### src/hdl/assert_macros.svh
// Assertion macros shared by the RTL. Synthesis builds see empty bodies.
`ifndef ASSERT_MACROS_SVH
`define ASSERT_MACROS_SVH

`ifndef SYNTHESIS

// A property that must hold at every rising edge outside reset.
`define ASSERT_PROP(lbl, clk, rst_n, prop) \
    lbl: assert property (@(posedge clk) disable iff (!rst_n) (prop)) \
        else $error("assertion failed");

// A condition that must never be seen at a rising edge outside reset.
`define ASSERT_NEVER(lbl, clk, rst_n, cond) \
    lbl: assert property (@(posedge clk) disable iff (!rst_n) !(cond)) \
        else $error("forbidden condition seen");

`else

`define ASSERT_PROP(lbl, clk, rst_n, prop)
`define ASSERT_NEVER(lbl, clk, rst_n, cond)

`endif

`endif

### src/hdl/cmc_pkg.sv
`timescale 1ns / 1ps

package cmc_pkg;

    localparam int LIGHT_W = 10;
    localparam int THR_W   = 11;
    localparam int DUTY_W  = 10;
    localparam int CFG_IDX_W = 3;
    localparam int CFG_DATA_W = 11;

    // Motor drive codes.
    localparam logic [1:0] DIR_STOP  = 2'd0;
    localparam logic [1:0] DIR_OPEN  = 2'd1;
    localparam logic [1:0] DIR_CLOSE = 2'd2;

    // Configuration register indexes.
    localparam logic [CFG_IDX_W-1:0] CFG_OPEN_THR  = 3'd0;
    localparam logic [CFG_IDX_W-1:0] CFG_CLOSE_THR = 3'd1;
    localparam logic [CFG_IDX_W-1:0] CFG_FULL_DUTY = 3'd2;
    localparam logic [CFG_IDX_W-1:0] CFG_SLOW_DUTY = 3'd3;
    localparam logic [CFG_IDX_W-1:0] CFG_MID_DUTY  = 3'd4;

    // Reset values of the configuration registers.
    localparam logic [THR_W-1:0]  OPEN_THR_RST  = 11'd1500;
    localparam logic [THR_W-1:0]  CLOSE_THR_RST = 11'd1000;
    localparam logic [DUTY_W-1:0] FULL_DUTY_RST = 10'd200;
    localparam logic [DUTY_W-1:0] SLOW_DUTY_RST = 10'd100;
    localparam logic [DUTY_W-1:0] MID_DUTY_RST  = 10'd50;

    typedef struct packed {
        logic [THR_W-1:0]  open_thr;
        logic [THR_W-1:0]  close_thr;
        logic [DUTY_W-1:0] full_duty;
        logic [DUTY_W-1:0] slow_duty;
        logic [DUTY_W-1:0] middle_duty;
    } cfg_t;

    typedef struct packed {
        logic               op;
        logic [LIGHT_W-1:0] light_level;
        logic               mode_button;
        logic               closed_switch;
        logic               middle_switch;
        logic               open_switch;
        logic               close_button;
        logic               open_button;
    } item_t;

    typedef struct packed {
        logic              is_closed;
        logic              is_open;
        logic              past_middle;
        logic              moving_open;
        logic              moving_closed;
        logic              manual_flag;
        logic [1:0]        drive_dir;
        logic [DUTY_W-1:0] duty_value;
        logic              closed_led;
        logic              open_led;
        logic              manual_led;
        logic              blink_phase;
    } ctrl_state_t;

endpackage

### src/hdl/curtain_motor_controller.sv
`timescale 1ns / 1ps
`include "assert_macros.svh"

// Curtain motor controller. Each input word is either a poll pass (tuser low) carrying a
// light sample, the limit and middle switches and the buttons, or a blink tick (tuser high).
// Every word yields exactly one result word that shows the motor drive, duty and LEDs after
// it. It takes one word per cycle unless the output stalls: a word is registered on entry,
// the control update is a short chain of flag tests, the result sits in an output register.
// The user writes thresholds and duties through the cfg port while idle; not enforced here.
module curtain_motor_controller (
    input  logic                              clk,
    input  logic                              rst_n,
    // s_tdata: light_level[9:0], mode_button, closed_switch, middle_switch,
    // open_switch, close_button, open_button
    input  logic                              s_tvalid,
    output logic                              s_tready,
    input  logic [15:0]                       s_tdata,
    // s_tuser: op (0 poll pass, 1 blink tick)
    input  logic                              s_tuser,
    // m_tdata: motor_dir[1:0], duty[9:0], led_closed, led_open, led_manual, manual_mode
    output logic                              m_tvalid,
    input  logic                              m_tready,
    output logic [15:0]                       m_tdata,
    input  logic                              cfg_valid,
    output logic                              cfg_ready,
    input  logic [cmc_pkg::CFG_IDX_W-1:0]     cfg_index,
    input  logic [cmc_pkg::CFG_DATA_W-1:0]    cfg_data
);
    import cmc_pkg::*;

    cfg_t        cfg_reg;
    item_t       item_reg;
    logic        item_valid_reg;
    ctrl_state_t state_reg;
    ctrl_state_t state_next;
    ctrl_state_t out_reg;
    logic        out_valid_reg;
    logic        advance;

    assign cfg_ready = 1'b1;
    assign advance   = item_valid_reg && (!out_valid_reg || m_tready);
    assign s_tready  = !item_valid_reg || advance;

    always_ff @(posedge clk or negedge rst_n)
    begin
        if (!rst_n)
        begin
            cfg_reg.open_thr    <= OPEN_THR_RST;
            cfg_reg.close_thr   <= CLOSE_THR_RST;
            cfg_reg.full_duty   <= FULL_DUTY_RST;
            cfg_reg.slow_duty   <= SLOW_DUTY_RST;
            cfg_reg.middle_duty <= MID_DUTY_RST;
        end
        else if (cfg_valid && cfg_ready)
        begin
            case (cfg_index)
                CFG_OPEN_THR:  cfg_reg.open_thr    <= cfg_data;
                CFG_CLOSE_THR: cfg_reg.close_thr   <= cfg_data;
                CFG_FULL_DUTY: cfg_reg.full_duty   <= cfg_data[DUTY_W-1:0];
                CFG_SLOW_DUTY: cfg_reg.slow_duty   <= cfg_data[DUTY_W-1:0];
                CFG_MID_DUTY:  cfg_reg.middle_duty <= cfg_data[DUTY_W-1:0];
                default: ;
            endcase
        end
    end

    // Input stage: holds one word until the output register can take its result.
    always_ff @(posedge clk or negedge rst_n)
    begin
        if (!rst_n)
        begin
            item_valid_reg <= 1'b0;
        end
        else if (s_tready)
        begin
            item_valid_reg <= s_tvalid;
        end
    end

    always_ff @(posedge clk)
    begin
        if (s_tvalid && s_tready)
        begin
            item_reg.op            <= s_tuser;
            item_reg.light_level   <= s_tdata[9:0];
            item_reg.mode_button   <= s_tdata[10];
            item_reg.closed_switch <= s_tdata[11];
            item_reg.middle_switch <= s_tdata[12];
            item_reg.open_switch   <= s_tdata[13];
            item_reg.close_button  <= s_tdata[14];
            item_reg.open_button   <= s_tdata[15];
        end
    end

    cmc_step u_step (
        .cfg  (cfg_reg),
        .item (item_reg),
        .cur  (state_reg),
        .nxt  (state_next)
    );

    always_ff @(posedge clk or negedge rst_n)
    begin
        if (!rst_n)
        begin
            state_reg <= '{is_closed: 1'b0, is_open: 1'b1, past_middle: 1'b0,
                           moving_open: 1'b0, moving_closed: 1'b0, manual_flag: 1'b0,
                           drive_dir: DIR_STOP, duty_value: '0, closed_led: 1'b0,
                           open_led: 1'b0, manual_led: 1'b0, blink_phase: 1'b0};
            out_valid_reg <= 1'b0;
        end
        else
        begin
            if (advance)
            begin
                state_reg <= state_next;
                out_valid_reg <= 1'b1;
            end
            else if (m_tready)
            begin
                out_valid_reg <= 1'b0;
            end
        end
    end

    always_ff @(posedge clk)
    begin
        if (advance)
        begin
            out_reg <= state_next;
        end
    end

    assign m_tvalid = out_valid_reg;
    assign m_tdata  = {out_reg.manual_flag, out_reg.manual_led, out_reg.open_led,
                       out_reg.closed_led, out_reg.duty_value, out_reg.drive_dir};

    // The moving flags always mirror the drive direction.
    `ASSERT_PROP(a_moving_matches_dir, clk, rst_n,
        (state_reg.moving_open == (state_reg.drive_dir == DIR_OPEN)) &&
        (state_reg.moving_closed == (state_reg.drive_dir == DIR_CLOSE)))
    // The curtain cannot be fully open and fully closed at once.
    `ASSERT_NEVER(a_open_and_closed, clk, rst_n, state_reg.is_open && state_reg.is_closed)
    // A moving curtain is at neither end.
    `ASSERT_PROP(a_moving_not_at_end, clk, rst_n,
        (state_reg.moving_open || state_reg.moving_closed) |->
        (!state_reg.is_open && !state_reg.is_closed))
    // The blink phase changes only when a word is processed.
    `ASSERT_PROP(a_blink_only_on_advance, clk, rst_n,
        !advance |=> $stable(state_reg.blink_phase))

endmodule

### src/hdl/cmc_step.sv
`timescale 1ns / 1ps

module cmc_step (
    input  cmc_pkg::cfg_t        cfg,
    input  cmc_pkg::item_t       item,
    input  cmc_pkg::ctrl_state_t cur,
    output cmc_pkg::ctrl_state_t nxt
);
    import cmc_pkg::*;

    always_comb
    begin
        ctrl_state_t s;
        logic        go_open;
        logic        go_close;
        s = cur;
        go_open = 1'b0;
        go_close = 1'b0;

        if (item.op)
        begin
            s.blink_phase = ~s.blink_phase;
            if (s.moving_closed)
            begin
                s.closed_led = s.blink_phase;
            end
            if (s.moving_open)
            begin
                s.open_led = s.blink_phase;
            end
        end
        else
        begin
            if (item.mode_button)
            begin
                s.manual_flag = ~s.manual_flag;
                s.manual_led = ~s.manual_led;
            end

            // A limit switch only stops a motor that runs toward it.
            if (item.closed_switch && s.drive_dir == DIR_CLOSE)
            begin
                s.is_closed = 1'b1;
                s.past_middle = 1'b0;
                s.duty_value = '0;
                s.drive_dir = DIR_STOP;
                s.moving_open = 1'b0;
                s.moving_closed = 1'b0;
            end
            if (item.middle_switch)
            begin
                s.past_middle = 1'b1;
                s.duty_value = cfg.middle_duty;
            end
            if (item.open_switch && s.drive_dir == DIR_OPEN)
            begin
                s.is_open = 1'b1;
                s.past_middle = 1'b0;
                s.duty_value = '0;
                s.drive_dir = DIR_STOP;
                s.moving_open = 1'b0;
                s.moving_closed = 1'b0;
            end

            if (s.is_open)
            begin
                s.closed_led = 1'b0;
                s.open_led = 1'b1;
            end
            if (s.is_closed)
            begin
                s.closed_led = 1'b1;
                s.open_led = 1'b0;
            end
            if (!s.is_open && s.moving_closed)
            begin
                s.open_led = 1'b0;
            end
            if (!s.is_closed && s.moving_open)
            begin
                s.closed_led = 1'b0;
            end

            // Opening wins in automatic mode, closing wins in manual mode.
            if (!s.manual_flag)
            begin
                if ({1'b0, item.light_level} > cfg.open_thr && s.is_closed && !s.moving_open)
                begin
                    go_open = 1'b1;
                end
                else if ({1'b0, item.light_level} < cfg.close_thr && s.is_open
                         && !s.moving_closed)
                begin
                    go_close = 1'b1;
                end
            end
            else
            begin
                if (item.close_button && s.is_open)
                begin
                    go_close = 1'b1;
                end
                else if (item.open_button && s.is_closed)
                begin
                    go_open = 1'b1;
                end
            end

            if (go_open || go_close)
            begin
                s.drive_dir = go_open ? DIR_OPEN : DIR_CLOSE;
                s.duty_value = s.past_middle ? cfg.slow_duty : cfg.full_duty;
                s.is_closed = 1'b0;
                s.is_open = 1'b0;
                s.moving_open = go_open;
                s.moving_closed = go_close;
            end
        end

        nxt = s;
    end

endmodule

### config.mk
export PLATFORM = sky130hd
export DESIGN_NAME = curtain_motor_controller
export DESIGN_NICKNAME = d
export VERILOG_FILES = /design/src/hdl/cmc_pkg.sv /design/src/hdl/curtain_motor_controller.sv /design/src/hdl/cmc_step.sv
export VERILOG_INCLUDE_DIRS = /design/src /design/src/hdl
export SDC_FILE = /design/constraint.sdc
export NUM_CORES = 1
export LEC_CHECK = 0
export ABC_AREA = 1
export CORE_MARGIN = 10
export CORE_UTILIZATION = 40
export CTS_BUF_LIST = sky130_fd_sc_hd__clkbuf_8
export CTS_CLUSTER_SIZE = 30
export DETAILED_ROUTE_END_ITERATION = 12
export DONT_BUFFER_PORTS = 1
export GPL_TIMING_DRIVEN = 0
export PLACE_DENSITY = 0.62
export RECOVER_POWER = 100
export SETUP_SLACK_MARGIN = 0.5
export SYNTH_ARGS = -nofsm -noshare
export SYNTH_HDL_FRONTEND = slang
export SYNTH_SLANG_ARGS = --single-unit
### constraint.sdc
create_clock -name clk -period 3.5 [get_ports clk]
set_input_delay 0.175 -clock clk [delete_from_list [all_inputs] [get_ports clk]]
set_output_delay 0.175 -clock clk [all_outputs]
set_load 0.05 [all_outputs]
==> impl_summary.txt <==
----------------------------------------------------
[Run status]
  Outcome ... finished with violations
  Violated checks ... max-capacitance violations, max-slew violations

[STA]
  Maximum achievable frequency ... 351.7 MHz
  Count of final setup violators ... 0
  Transition time at the pin with the least slew margin ... 1887 ps
  Final sum of negative setup slack ... 0 ps
  Headroom to the max-slew limit ... -25.79%
  Period Utilization, post-route ... 81.23%
  Total count of max-transition violations in the final report ... 77
  Count of final hold-check violations ... 0
  Clock tree skew after final layout ... 9.122 ps
  Post-layout minimum cycle time ... 2843 ps
  Unrepaired setup endpoints after global routing ... false

[Worst setup path]
  Crit Path Class ... flop to flop
  Type of element capturing the critical path ... flop
  Bufs and invs on worst path ... 2
  Family with the most delay on the worst path ... simple AND/OR/NAND/NOR gates
  Cell Chain, Critical Path ... inv_1 > ha_1 > nand2_1 > nor2_1 > nor3b_1 > nor2_1 > nand2_2 > nand2_1 > nand2_1 > clkbuf_1 > nand4_1 > nand3_1 > nand2_1
  Crit path largest cell delay ... 540 ps
  Worst-path fanout max ... 10
  Cell with the biggest individual delay on the critical path ... sky130_fd_sc_hd__dfstp_2
  Data arrival time of the critical path ... 2990 ps
  Worst EP required ... 3650 ps
  Most numerous cell on the critical path ... sky130_fd_sc_hd__nand2_1
  Startpoint types ... flop

[Logic synthesis]
  Xor-xnor portion of the synthesized cell area ... 0.6438%
  Largest cells by area after synthesis ... sky130_fd_sc_hd__dfrtp_1 (25%), sky130_fd_sc_hd__edfxtp_1 (19%), sky130_fd_sc_hd__dfstp_2 (12%), sky130_fd_sc_hd__nand2_1 (11%), sky130_fd_sc_hd__o21ai_0 (6.1%)
  Flip-flop and latch count after synthesis ... 109
  Number of instances in the synthesized netlist ... 563
  Unique masters post-synth ... 36
  Cell area after synthesis ... 0.005248 mm^2
  Post-synthesis net count ... 618
  Average footprint of a synthesized cell ... 9.321 um^2
  Fraction of the mapped netlist area in simple logic gates ... 20.82%
  Post-synthesis mux area share ... 1.907%
  Adder-cell share of the synthesized area ... 4.530%
  Share of the synthesized area in the top cell type ... 25.27%
  Sequential cell area fraction in the yosys report ... 55.67%
  Area fraction in compound gates after synthesis ... 9.657%
  Yosys top cell by area ... sky130_fd_sc_hd__dfrtp_1
  YS warnings ... 0
  Main combinational cell family by area after synthesis ... simple AND/OR/NAND/NOR gates

[Clock network]
  CTS clk-pin slew, worst paths ... 90 ps
  Clock Path Buffers ... 2
  Post-CTS Resized ... 0
  Source-to-sink clock delay at the later pin of the worst-skew pair ... 390 ps
  Clock root buffer master ... sky130_fd_sc_hd__clkbuf_8
  Clock tree from TritonCTS ... yes
  Number of buffers created by CTS ... 9
  Number of levels the H-tree was split into ... 3
  Sink Count ... 109

[Layout]
  Fin nets ... 651
  Layout Utilization ... 45.88%
  Diodes inserted ... 0
  Area growth, synth to finish ... 11.23%
  Layout filler cell count ... 1,240
  Share of final-layout standard cells stronger than drive strength 1 ... 8.486%
  Number of flip-flops under the largest register name ... 52

[Global routing]
  Global route total overflow ... 0
  Gr busiest metal ... met2
  Largest net degree at the start of global routing ... 77
  Wire length of the first global-routing pass ... 19.94 mm
  Via count of the first global-routing pass ... 3,853
  Global routing usage on met1 ... 17.74%
  Met3 track demand over resource ... 4.266%
  Overall routing resource usage ... 13.77%
  Number of antenna violations at the first check in global routing ... 0
  Grt met2 use ... 21.26%

[Routing]
  Via count ... 3,851
  Count of TritonRoute iterations in the first routing pass ... 4
  Initial detailed-routing violation count ... 371
  Final routed DRC violation total ... 0
  Per-cell routed wire length ... 15.37 um
  Final ANT Viol Nets ... 0
  Final Routed Wirelength ... 11.88 mm
  Via-to-Cell Ratio ... 4.982

[Floorplanning]
  Number of cell rows ... 41
  Die area ... 0.01810 mm^2
  Effective utilization at floorplan ... 41.25%
  Chip Width ... 134.5 um
  IO Count ... 55
  Chip Height ... 134.5 um
  Core area ... 0.01272 mm^2

[Run]
  Count of max-cap constraint violations ... 1

[Power]
  Leakage ... 0.002729 uW
  Pwr dens ... 734.6 mW/mm^2
  Total power ... 4288 uW
  Worst voltage drop across the vdd grid ... 282.5 uV

[Placed design]
  Post-detailed-placement half-perimeter wirelength ... 8.648 mm
  Weighted congestion reported at the end of routability-driven placement ... 0.8282
  Number of buffers added on ports ... 0

[Hold path]
  HP Class ... input pin to flop

----------------------------------------------------
==> power by group <==
group	internal (uW)	leakage, uW	switching [uW]
logic	498	0.00140	849
clock network	393	0.000109	418
registers	1710	0.00122	419
total	2600	0.00273	1690
==> stage by stage <==
stage | hold slack [ps] | setup WS, ps | std cells | area [um^2]
CTS | 29.92 | 988.2 | 773 | 5906
global placement | -116.8 | 1027 | 735 | 5463
floorplan | -120.6 | 1396 | 563 | 5248
finish | 38.70 | 656.8 | 773 | 5837
global route | 71.17 | 533.7 | 773 | 5837
detailed placement | -118.1 | 1003 | 735 | 5463
==> final timing paths <==
path | start | to | slack (ps) | depth (start not counted)
worst max-delay path | cfg_reg[47] | m_tdata[10] | 660 | 13
worst min-delay path | cfg_data[9] | cfg_reg[39] | 40 | 2
worst max register to register | cfg_reg[47] | m_tdata[10] | 660 | 13
worst min register to register | state_reg[0] | state_reg[0] | 480 | 1
max in group asynchronous | rst_n | cfg_reg[46] | 1520 | 2
min in group asynchronous | rst_n | m_tvalid | 850 | 2
==> cell usage after synthesis (all sizes together) <==
cell / n
a22oi: 3
dfrtp: 53
mux2i: 10
o21ai: 64
a21oi: 12
conb: 1
edfxtp: 33
nand3: 36
ha: 19
dfstp: 23
inv: 61
o211ai: 11
a21o: 1
buf: 7
nor3b: 1
xor2: 2
xnor2: 1
nor2: 15
a31oi: 1
nor3: 1
o21a: 1
or2: 1
nand2: 172
nand4: 13
nand3b: 3
clkbuf: 18
==> cells by family (layout without fill, tap and decap cells) <==
logic type / count (synthesis) / after routing
fa+ha+maj: 19 / 19
other cells: 1 / 1
simple gates: 242 / 242
flops: 109 / 109
mux: 10 / 10
xor+xnor: 3 / 3
buf+inv: 86 / 124
compound gates: 93 / 93
==> placed cells by master (no fill, tap or decap), drive strengths merged <==
master       count
dfstp           23
mux2i           10
inv             62
bufinv           2
nand2          172
nand3           36
buf              5
conb             1
xnor2            1
nand3b           3
or2              1
dlygate4sd3     21
o21ai           64
a22oi            3
ha              19
a31oi            1
nor2            15
o21a             1
clkinv           4
nand4           13
a21oi           12
o211ai          11
nor3b            1
xor2             2
a21o             1
dfrtp           53
nor3             1
clkbuf          30
edfxtp          33
==> worst register-to-register path: stages, from the launching register on <==
cell and delay [ps]:
sky130_fd_sc_hd__dfstp_2 540, sky130_fd_sc_hd__inv_1 40, sky130_fd_sc_hd__ha_1 280, sky130_fd_sc_hd__nand2_1 70
sky130_fd_sc_hd__nor2_1 130, sky130_fd_sc_hd__nor3b_1 360, sky130_fd_sc_hd__nor2_1 110, sky130_fd_sc_hd__nand2_2 110
sky130_fd_sc_hd__nand2_1 50, sky130_fd_sc_hd__nand2_1 160, sky130_fd_sc_hd__clkbuf_1 350, sky130_fd_sc_hd__nand4_1 200
sky130_fd_sc_hd__nand3_1 140, sky130_fd_sc_hd__nand2_1 60
==> routing by layer <==
layer | share of wire, % | vias up | routed length [um]
met5 | 0 | - | 0
met4 | 1.5 | 0 | 183
met3 | 5.6 | 11 | 662
met2 | 46 | 75 | 5414
met1 | 47 | 1842 | 5622
li1 | - | 1923 | -
==> cell type report <==
class | instances | area [um^2] | area share [%]
inverters | 61 | 229.0 | 3.923
repair buffers | 22 | 215.2 | 3.687
clock buffers | 9 | 123.9 | 2.122
flip-flops and latches | 109 | 2922 | 50.05
clock inverters | 7 | 81.33 | 1.393
multi-input cells | 368 | 1939 | 33.23
plain buffers | 25 | 111.4 | 1.908
well taps | 172 | 215.2 | 3.687
==> what timing repair did <==
action                    in CTS  in global routing
hold endpoints to repair      97                  0
buffers inserted               0                  0
hold buffers                  22                  0
(Power assumes the default switching activity.)
